File: src/design/skf_pkg.sv
// skf_pkg: shared types and constants for the scalar Kalman filter.
// Used by skf_ctrl, skf_datapath, scalar_kalman_filter and skf_checker. No dependencies.
`timescale 1ns / 1ps

package skf_pkg;

  localparam int FRAC_BITS            = 16;
  localparam int EST_W                = 32;
  localparam int VAR_W                = 32;
  localparam int NOISE_W              = 32;
  localparam int GAIN_W               = 17;
  localparam int CFG_IDX_W            = 1;
  localparam int DEFAULT_SAMPLE_WIDTH = 16;

  // Divider: one integer quotient bit plus FRAC_BITS fraction bits
  localparam int DIV_STEPS = FRAC_BITS + 1;
  localparam int DIV_CNT_W = $clog2(DIV_STEPS);

  localparam logic [GAIN_W-1:0]  GAIN_ONE     = GAIN_W'(1 << FRAC_BITS);
  localparam logic [VAR_W-1:0]   VAR_RESET    = VAR_W'(1 << FRAC_BITS);
  localparam logic [NOISE_W-1:0] PNOISE_RESET = NOISE_W'(655);
  localparam logic [NOISE_W-1:0] MNOISE_RESET = NOISE_W'(1 << FRAC_BITS);

  typedef enum logic [CFG_IDX_W-1:0] {
    REG_PROCESS_NOISE = 1'b0,
    REG_MEASURE_NOISE = 1'b1
  } cfg_reg_t;

  typedef enum logic [2:0] {
    S_IDLE,
    S_INIT,
    S_DIV,
    S_MUL,
    S_UPD
  } state_t;

  // Controller to datapath commands
  typedef struct packed {
    logic load;    // latch sample, form predicted variance
    logic init;    // form denominator, difference, seed remainder
    logic step;    // one restoring division step
    logic first;   // first step: compare without shifting
    logic mult;    // register both products
    logic update;  // commit estimate, variance, gain output
  } skf_cmd_t;

endpackage

File: src/design/skf_ctrl.sv
// skf_ctrl: sequencer for the scalar Kalman filter and the output valid flag.
// Depends on skf_pkg.
`timescale 1ns / 1ps

module skf_ctrl
  import skf_pkg::*;
(
  input  logic     clk,
  input  logic     rst,
  input  logic     in_valid,
  output logic     in_ready,
  output logic     out_valid,
  input  logic     out_ready,
  output skf_cmd_t cmd
);

  state_t               state, state_next;
  logic [DIV_CNT_W-1:0] cnt, cnt_next;
  logic                 out_valid_next;
  logic                 upd_fire;

  assign upd_fire = (state == S_UPD) && (!out_valid || out_ready);

  always_ff @(posedge clk) begin
    if (rst) begin
      state     <= S_IDLE;
      cnt       <= '0;
      out_valid <= 1'b0;
    end else begin
      state     <= state_next;
      cnt       <= cnt_next;
      out_valid <= out_valid_next;
    end
  end

  // next state
  always_comb begin
    state_next = state;
    cnt_next   = cnt;
    case (state)
      S_IDLE: begin
        if (in_valid) state_next = S_INIT;
      end
      S_INIT: begin
        cnt_next   = '0;
        state_next = S_DIV;
      end
      S_DIV: begin
        cnt_next = cnt + 1'b1;
        if (cnt == DIV_CNT_W'(DIV_STEPS - 1)) state_next = S_MUL;
      end
      S_MUL: state_next = S_UPD;
      S_UPD: begin
        if (upd_fire) state_next = S_IDLE;
      end
      default: state_next = S_IDLE;
    endcase
  end

  // outputs
  always_comb begin
    cmd            = '0;
    in_ready       = 1'b0;
    out_valid_next = out_valid && !out_ready;
    case (state)
      S_IDLE: begin
        in_ready = 1'b1;
        cmd.load = in_valid;
      end
      S_INIT: cmd.init = 1'b1;
      S_DIV: begin
        cmd.step  = 1'b1;
        cmd.first = (cnt == '0);
      end
      S_MUL: cmd.mult = 1'b1;
      S_UPD: begin
        cmd.update = upd_fire;
        if (upd_fire) out_valid_next = 1'b1;
      end
      default: ;
    endcase
  end

endmodule

File: src/design/skf_datapath.sv
// skf_datapath: noise registers, filter state, serial gain divider and multipliers.
// Depends on skf_pkg; driven by skf_ctrl commands.
`timescale 1ns / 1ps

module skf_datapath
  import skf_pkg::*;
#(
  parameter int SAMPLE_WIDTH = DEFAULT_SAMPLE_WIDTH
) (
  input  logic                          clk,
  input  logic                          rst,
  input  skf_cmd_t                      cmd,
  input  logic                          cfg_write,
  input  logic [CFG_IDX_W-1:0]          cfg_index,
  input  logic [NOISE_W-1:0]            cfg_data,
  input  logic signed [SAMPLE_WIDTH-1:0] measurement,
  output logic signed [EST_W-1:0]       estimate_out,
  output logic [GAIN_W-1:0]             gain_out
);

  localparam int MEAS_W = SAMPLE_WIDTH + FRAC_BITS;
  localparam int DIFF_W = ((MEAS_W > EST_W) ? MEAS_W : EST_W) + 1;
  localparam int PROD_W = DIFF_W + GAIN_W + 1;
  localparam int NEXT_W = DIFF_W + 1;
  localparam int VPROD_W = GAIN_W + VAR_W;

  logic [NOISE_W-1:0]             process_noise, measure_noise;
  logic signed [EST_W-1:0]        estimate;
  logic [VAR_W-1:0]               variance;

  logic signed [SAMPLE_WIDTH-1:0] meas_r;
  logic [VAR_W-1:0]               ppred;
  logic [VAR_W:0]                 ppred_sum;
  logic [VAR_W:0]                 denom;
  logic [VAR_W+1:0]               rem, rem_next, trial;
  logic                           trial_ge;
  logic [GAIN_W-1:0]              quo;
  logic                           zero_den;
  logic signed [DIFF_W-1:0]       diff;
  logic signed [MEAS_W-1:0]       meas_q;
  logic [GAIN_W-1:0]              gain;
  logic signed [PROD_W-1:0]       prod_est;
  logic [VPROD_W-1:0]             prod_var;
  logic signed [NEXT_W-1:0]       est_sum;
  logic [NEXT_W-EST_W:0]          est_top;
  logic signed [EST_W-1:0]        est_sat;

  // config registers
  always_ff @(posedge clk) begin
    if (rst) begin
      process_noise <= PNOISE_RESET;
      measure_noise <= MNOISE_RESET;
    end else if (cfg_write) begin
      case (cfg_index)
        REG_PROCESS_NOISE: process_noise <= cfg_data;
        REG_MEASURE_NOISE: measure_noise <= cfg_data;
        default: ;
      endcase
    end
  end

  assign ppred_sum = {1'b0, variance} + {1'b0, process_noise};
  assign meas_q    = {meas_r, FRAC_BITS'(0)};

  // restoring division step
  assign trial    = cmd.first ? rem : {rem[VAR_W:0], 1'b0};
  assign trial_ge = trial >= {1'b0, denom};
  assign rem_next = trial_ge ? trial - {1'b0, denom} : trial;

  // saturate the new estimate to 32 bits
  assign est_sum = NEXT_W'(estimate) + NEXT_W'(prod_est >>> FRAC_BITS);
  assign est_top = est_sum[NEXT_W-1:EST_W-1];
  always_comb begin
    if ((&est_top) || !(|est_top)) est_sat = est_sum[EST_W-1:0];
    else if (est_sum[NEXT_W-1])    est_sat = {1'b1, {(EST_W-1){1'b0}}};
    else                           est_sat = {1'b0, {(EST_W-1){1'b1}}};
  end

  // working registers
  always_ff @(posedge clk) begin
    if (cmd.load) begin
      meas_r <= measurement;
      ppred  <= ppred_sum[VAR_W] ? '1 : ppred_sum[VAR_W-1:0];
    end
    if (cmd.init) begin
      denom    <= {1'b0, ppred} + {1'b0, measure_noise};
      zero_den <= (ppred == '0) && (measure_noise == '0);
      rem      <= (VAR_W+2)'(ppred);
      diff     <= DIFF_W'(meas_q) - DIFF_W'(estimate);
    end
    if (cmd.step) begin
      rem <= rem_next;
      quo <= {quo[GAIN_W-2:0], trial_ge};
    end
    if (cmd.mult) begin
      gain     <= zero_den ? GAIN_ONE : quo;
      prod_est <= PROD_W'(signed'({1'b0, zero_den ? GAIN_ONE : quo})) * PROD_W'(diff);
      prod_var <= VPROD_W'(GAIN_ONE - (zero_den ? GAIN_ONE : quo)) * VPROD_W'(ppred);
    end
    if (cmd.update) gain_out <= gain;
  end

  // filter state
  always_ff @(posedge clk) begin
    if (rst) begin
      estimate <= '0;
      variance <= VAR_RESET;
    end else if (cmd.update) begin
      estimate <= est_sat;
      variance <= prod_var[FRAC_BITS +: VAR_W];
    end
  end

  // the estimate only moves when a result is handed to the output
  assign estimate_out = estimate;

endmodule

File: src/design/scalar_kalman_filter.sv
// scalar_kalman_filter: top level, one-dimensional Kalman filter in fixed point.
// Instantiates skf_ctrl and skf_datapath; depends on skf_pkg.
//
// Usage:
//   Input channel: measurement (signed integer sample), in_valid / in_ready.
//   Output channel: estimate_out (signed Q16.16) and gain_out (Q1.16, 65536
//   is one), out_valid / out_ready. One result per sample, in order.
//   Config port: cfg_write / cfg_index / cfg_data; index 0 is the process
//   noise Q, index 1 the measurement noise R, both unsigned Q16.16. Write
//   only while the filter is idle.
//   Sequence: the predicted variance is latched at the input transaction,
//   then come the setup step, the bit-serial gain divider steps, the
//   multiply and the update, after which out_valid rises. A new sample
//   is taken only once the sequencer is back in idle.
//   in_ready is high only while the sequencer is idle, so one sample is in
//   flight at a time; a new sample is taken while a result still waits.
//   Stall: a finished result sits in the output register; if it is not yet
//   taken, the next sample waits at its update step until it is.
//   Reset (rst, synchronous): estimate 0, variance 1.0, Q 655, R 1.0, both
//   channels empty.
`timescale 1ns / 1ps

module scalar_kalman_filter
  import skf_pkg::*;
#(
  parameter int SAMPLE_WIDTH = DEFAULT_SAMPLE_WIDTH
) (
  input  logic                           clk,
  input  logic                           rst,
  input  logic signed [SAMPLE_WIDTH-1:0] measurement,
  input  logic                           in_valid,
  output logic                           in_ready,
  output logic signed [EST_W-1:0]        estimate_out,
  output logic [GAIN_W-1:0]              gain_out,
  output logic                           out_valid,
  input  logic                           out_ready,
  input  logic                           cfg_write,
  input  logic [CFG_IDX_W-1:0]           cfg_index,
  input  logic [NOISE_W-1:0]             cfg_data
);

  skf_cmd_t cmd;

  // sequencer: predict, setup, divide, multiply, update
  skf_ctrl u_ctrl (
    .clk       (clk),
    .rst       (rst),
    .in_valid  (in_valid),
    .in_ready  (in_ready),
    .out_valid (out_valid),
    .out_ready (out_ready),
    .cmd       (cmd)
  );

  // arithmetic and state; estimate register doubles as the output register
  skf_datapath #(
    .SAMPLE_WIDTH (SAMPLE_WIDTH)
  ) u_dp (
    .clk          (clk),
    .rst          (rst),
    .cmd          (cmd),
    .cfg_write    (cfg_write),
    .cfg_index    (cfg_index),
    .cfg_data     (cfg_data),
    .measurement  (measurement),
    .estimate_out (estimate_out),
    .gain_out     (gain_out)
  );

endmodule

File: config.mk
export PLATFORM = sky130hd
export DESIGN_NAME = scalar_kalman_filter
export DESIGN_NICKNAME = d
export VERILOG_FILES = /design/src/design/skf_pkg.sv /design/src/design/skf_ctrl.sv /design/src/design/skf_datapath.sv /design/src/design/scalar_kalman_filter.sv
export SDC_FILE = /design/constraint.sdc
export NUM_CORES = 2
export LEC_CHECK = 0
export ABC_CLOCK_PERIOD_IN_PS = 15150
export BUFFER_PORTS_ARGS = -buffer_cell sky130_fd_sc_hd__buf_2
export CELL_PAD_IN_SITES_DETAIL_PLACEMENT = 2
export CELL_PAD_IN_SITES_GLOBAL_PLACEMENT = 2
export CORE_MARGIN = 10
export CORE_UTILIZATION = 35
export DETAILED_ROUTE_END_ITERATION = 16
export GPL_TIMING_DRIVEN = 0
export PLACE_DENSITY_LB_ADDON = 0.05
export SLEW_MARGIN = 20
export SYNTH_ARGS = -nofsm -noshare
export SYNTH_HDL_FRONTEND = slang
export SYNTH_HIERARCHICAL = 1
export SYNTH_SLANG_ARGS = --single-unit
File: constraint.sdc
create_clock -name clk -period 15.15 [get_ports clk]
set_clock_uncertainty 0.1 [all_clocks]
set_input_delay 2.2725 -clock clk [delete_from_list [all_inputs] [get_ports clk]]
set_output_delay 2.2725 -clock clk [all_outputs]
set_load 0.03 [all_outputs]
# Yosys cells after proc, flatten, opt, wreduce, memory -nomap -nowiden
# Index checks and enable logic that the tools add are counted.
[totals] input_bits=54 wordCells=77 register_bits=435 out_inout_bits=51
[op_classes] n_reduce_logical=19 n_eq_ne=8 order_cmp=1 addsub=7 mux=21 bitwise_logic=1 multipliers=2
[ops] operator="$mux W34" n=4
[ops] operator="$add A32 B32 Y33" n=2
[ops] operator="$logic_not A32 Y1" n=2
[ops] operator="$mux W32" n=2
[ops] operator="$mul A18 B33 Y50" n=1
[ops] operator="$mul A49 B32 Y48" n=1
[ops] operator="$sub A17 B49 Y49 const A" n=1
[ops] operator="$add A32 B34 Y34" n=1
[ops] operator="$ge A34 B33 Y1" n=1
[ops] operator="$mux W17" n=2
[ops] operator="$sub A34 B33 Y34" n=1
[ops] operator="$sub A32 B32 Y33" n=1
[ops] operator="$pmux W3 S5" n=1
[ops] operator="$pmux W5 S2" n=1
[ops] operator="$mux W3" n=3
[ops] operator="$mux W1" n=7
[ops] operator="$eq A3 B2 Y1 const B" n=2
[ops] operator="$reduce_and A3 Y1" n=2
[ops] operator="$add A5 B1 Y5 const B" n=1
[ops] operator="$eq A5 B5 Y1 const B" n=1
[ops] operator="$logic_not A5 Y1" n=1
[ops] operator="$ne A2 B1 Y1 const B" n=2
[ops] operator="$reduce_and A2 Y1" n=2
[ops] operator="$reduce_bool A2 Y1" n=2
[ops] operator="10 further kinds" n=15

# Depth between registers and ports, before layout
[logic_depth] ltp_word=6 mapped_depth=37 ltp_nobuf=32

# Hierarchy
# Netlist, hierarchy kept.
[modules_own_cells] mod="skf_datapath" area_each_um2=58092.0 instances=1 cells_each=6297 seq_area_each_um2=10550.1
[modules_own_cells] mod="skf_ctrl" area_each_um2=496.7 instances=1 cells_each=55 seq_area_each_um2=180.2

# Worst setup path before layout
# OpenSTA, ideal clock, no wires.
[synth_timing] kind="register to register" start="reg u_dp.zero_den" end="reg u_dp.prod_var[46] (data pin)" synth_period_minus_slack_ns=9.057 required_time_ns=14.773 setup_slack_ns=6.093 setup_time_ns=0.277 t_arrival_ns=8.679 n_path_buf=5 path_stages_with_launch=35 cell_sequence="edfxtp_1 > clkbuf_1 > clkbuf_1 > nor2b_1 > clkbuf_1 > clkbuf_1 > inv_1 > ha_1 > o21ai_0 > or3_1 > or2_2 > nor3b_1 > xor2_1 > clkbuf_1 > nand2_1 > fa_1 > fa_1 > inv_1 > fa_1 > fa_1 > fa_1 > inv_1 > fa_1 > inv_1 > ha_1 > nand4_1 > inv_1 > a221oi_1 > o21ai_0 > o41ai_1 > o21ai_1 > a21oi_1 > o21ai_0 > a21oi_1 > o311ai_0"
[synth_via] elab_chain_cells=3
[synth_lines] element="start: declaration" line_no="skf_datapath.sv:38" rtl="logic zero_den;"
[synth_lines] element="start signal: assignment" line_no="skf_datapath.sv:87" rtl="zero_den <= (ppred == '0) && (measure_noise == '0);"
[synth_lines] element="$mux W17" line_no="skf_datapath.sv:98" rtl="prod_var <= VPROD_W'(GAIN_ONE - (zero_den ? GAIN_ONE : quo)) * VPROD_W'(ppred);"
[synth_lines] element="$sub A17 B49 Y49" line_no="skf_datapath.sv:98"
[synth_lines] element="$mul A49 B32 Y48" line_no="skf_datapath.sv:98"
[synth_lines] element="end signal: assignment" line_no="skf_datapath.sv:98"
[synth_lines] element="end: declaration" line_no="skf_datapath.sv:43" rtl="logic [VPROD_W-1:0] prod_var;"
# No other way between the ends.
# A chain may end at the register's enable or synchronous reset.

# Worst setup path in the final report
# Same ends and word-level chain as after synthesis.

==> run metrics <==
initial antenna violation count=33; CP most frequent cell=fa_1; Via-to-Cell Ratio=5.12; largest net degree at the start of global routing=41; async set-or-reset flop fraction in the synthesized netlist=0; Final setup violation count=0; Slew @ Worst Pin=1.20 ns; most used flip-flop cell after synthesis=edfxtp_1; R2R Setup Slk=1.85 ns; Seq/Total Area, Yosys=0.183; grt total ovfl=0; Max FO, Critical Path=10; DRT met1 WL=100000 um; CTS Buf Count=55; drc violations=0; area grow syn2layout=9.07%; EDFF count, synth=266; DRT Wirelength=221000 um; Max Cap Viol=0; first-pass GRT wire length=333000 um; layout cells sized above 1=0.0470; uppermost routed layer=met5; root buffer cell=clkbuf_16; met3 WL=12000 um; Total Routing Usage GR=0.240; outcome=complete, no violations; post-synthesis register bit count=403; DRT iter0 DRCs=2621; Gates resized, CTS repair=0; WP data arrival=13.56 ns; area leader, netlist=fa_1; DRT Pass-1 Iters=5; insertion delay to the later sink of the worst-skew pair=0.68 ns; largest cells by area after synthesis=fa_1 35%, edfxtp_1 14%, ha_1 8.6%; row cnt=150; Crit-path slowest cell=a221oi_1; Final Hold Fails=0; Post-Syn Nets=7820; fmax=75.2 MHz; CP Capture Type=flop; CORE AREA=167000 um^2; RD Place Congestion=0.872; Slew Viols, Final=0; CTS HTree Levels=2; Die Y=429 um; Clock Path Buffers=3; Post-Syn Instances=6352; ANT nets after route=0; post-synth top area share=0.346; Final period util=0.878; Crit path largest cell delay=0.68 ns; Wirelength per Cell=25.2 um; vias in the first global route=50700; Port Buf Inserts=104; CP required=15.40 ns; crit start category=flop; Synthesis Warnings=6; Final Cell Area=63900 um^2; post-layout net count=7995; Cell Area, Synth=58600 um^2; Slew HR=0.197; hold_buf cts=0; clock sinks=403; Worst-path clk slew=0.06 ns; critical path class=reg -> reg; dpl hpwl=184000 um; RSZ-0062 raised after global routing=false; CTS tree=done; worst hold path class=reg -> reg; Mapped Avg Cell Area=9.22 um^2; die area=184000 um^2; DR WL met2=103000 um; initial core utilization=0.351; I/O pin total=105; die width=429 um; DR vias=44900; synth unique cells=86; Post-DP Area=62100 um^2; fin crit period=13.30 ns; post-CTS setup buffers=0; Setup TNS=0 ns
layer usage:
layer / vias to the layer above / GRT usage
met4: 10 / 0.0626
met2: 844 / 0.392
met3: 241 / 0.0448
met1: 23700 / 0.325
met5: - / 0
li1: 20200 / -
critical path, delay by kind of cell, from the launching register on:
family	cells	cell delay (ns)
buffers and inverters	10	2.81
xor gates and xnor gates	1	0.66
DFF	1	0.50
AOI/OAI and AO/OA	9	3.76
adders and majority gates	8	3.54
and+or+nand+nor	6	1.54
Yosys cell counts, types with 11 or more instances:
cell type     n
inv_1      1238
fa_1       1012
nand2_1    1007
ha_1        402
and2_1      356
a21oi_1     273
clkbuf_1    271
edfxtp_1    266
nor2_1      202
xnor2_1     166
dfxtp_1     137
o21ai_0     117
a21o_1      104
mux2i_1      63
nand3_1      62
xor2_1       56
nor2b_1      55
nor3_1       49
mux2_2       37
nand2b_1     34
nor4_1       34
o21bai_1     32
o21a_1       31
a211oi_1     24
nand4_1      24
a221oi_1     21
or2_2        20
or3_1        19
and3_1       16
buf_1        15
a31oi_1      14
nand3b_1     12
o31ai_1      11
registers in the layout, indices dropped and copies added (netlist names):
| register | flops |
|---|---|
| u_ctrl/cnt | 5 |
| u_ctrl/out_valid | 1 |
| u_ctrl/state | 3 |
| u_dp/denom | 33 |
| u_dp/diff | 33 |
| u_dp/estimate_out | 32 |
| u_dp/gain | 17 |
| u_dp/gain_out | 17 |
| u_dp/meas_r | 16 |
| u_dp/measure_noise | 32 |
| u_dp/ppred | 32 |
| u_dp/process_noise | 32 |
| u_dp/prod_est | 34 |
| u_dp/prod_var | 32 |
| u_dp/quo | 17 |
| u_dp/rem | 34 |
| u_dp/variance | 32 |
| u_dp/zero_den | 1 |
stage by stage:
step	hold slack [ns]	instances	util	setup WS, ns
global placement	0.301	8660	0.371	1.23
floorplan	0.300	6352	-	6.09
CTS	0.323	8775	0.383	1.60
global route	0.328	8776	0.383	1.00
detailed placement	0.308	8673	0.372	1.68
finish	0.319	8783	0.383	1.85
cell families after synthesis:
logic type               share of synthesized area
AND/OR/NAND/NOR                              0.154
buffers and inverters                       0.0994
adder cells (fa/ha/maj)                      0.432
AO/OA/AOI/OAI                               0.0812
flip-flops                                   0.183
XOR/XNOR                                    0.0332
multiplexers                                0.0179
area by class of cell:
| type | count | area (um^2) |
|---|---|---|
| clock buffers | 81 | 1560 |
| flip-flops and latches | 403 | 10700 |
| diodes | 7 | 17.5 |
| clock inverters | 21 | 214 |
| fillers | 18400 | 103000 |
| well taps | 2204 | 2760 |
| inverters | 1241 | 4660 |
| multi-input cells | 4407 | 42100 |
| repair buffers | 118 | 712 |
| plain buffers | 301 | 1180 |
cell usage in the layout (no fill, tap or decap), drive strengths merged, types with 20 or more instances in the layout:
cell,synthesis,routed
a21oi,273,273
clkbuf,271,352
a21o,104,104
buf,30,148
nand4,24,24
xnor2,166,166
o21ai,123,123
nor2b,55,55
nor4,35,35
ha,402,402
o21a,31,31
mux2,37,37
dfxtp,137,137
or2,20,20
inv,1239,1241
fa,1012,1012
nand2,1007,1007
xor2,56,56
edfxtp,266,266
and2,356,356
mux2i,63,63
nand3,62,62
a211oi,25,25
nor2,202,202
a221oi,21,21
nand2b,34,34
o21bai,32,32
nor3,49,49
path summary, 6_finish.rpt:
| check | start | endpoint | cells past startpoint |
|---|---|---|---|
| setup / recovery | u_dp/zero_den$_DFFE_PP_ | u_dp/prod_var[46]$_DFFE_PP_ | 34 |
| hold / removal | u_dp/gain[14]$_DFFE_PP_ | u_dp/gain_out[14]$_DFFE_PP_ | 0 |
| setup reg to reg | u_dp/zero_den$_DFFE_PP_ | u_dp/prod_var[46]$_DFFE_PP_ | 34 |
| hold reg to reg | u_dp/gain[14]$_DFFE_PP_ | u_dp/gain_out[14]$_DFFE_PP_ | 0 |
Power is not shown: default switching activity piles up to over one toggle a cycle in this logic, so the estimate is an artifact.
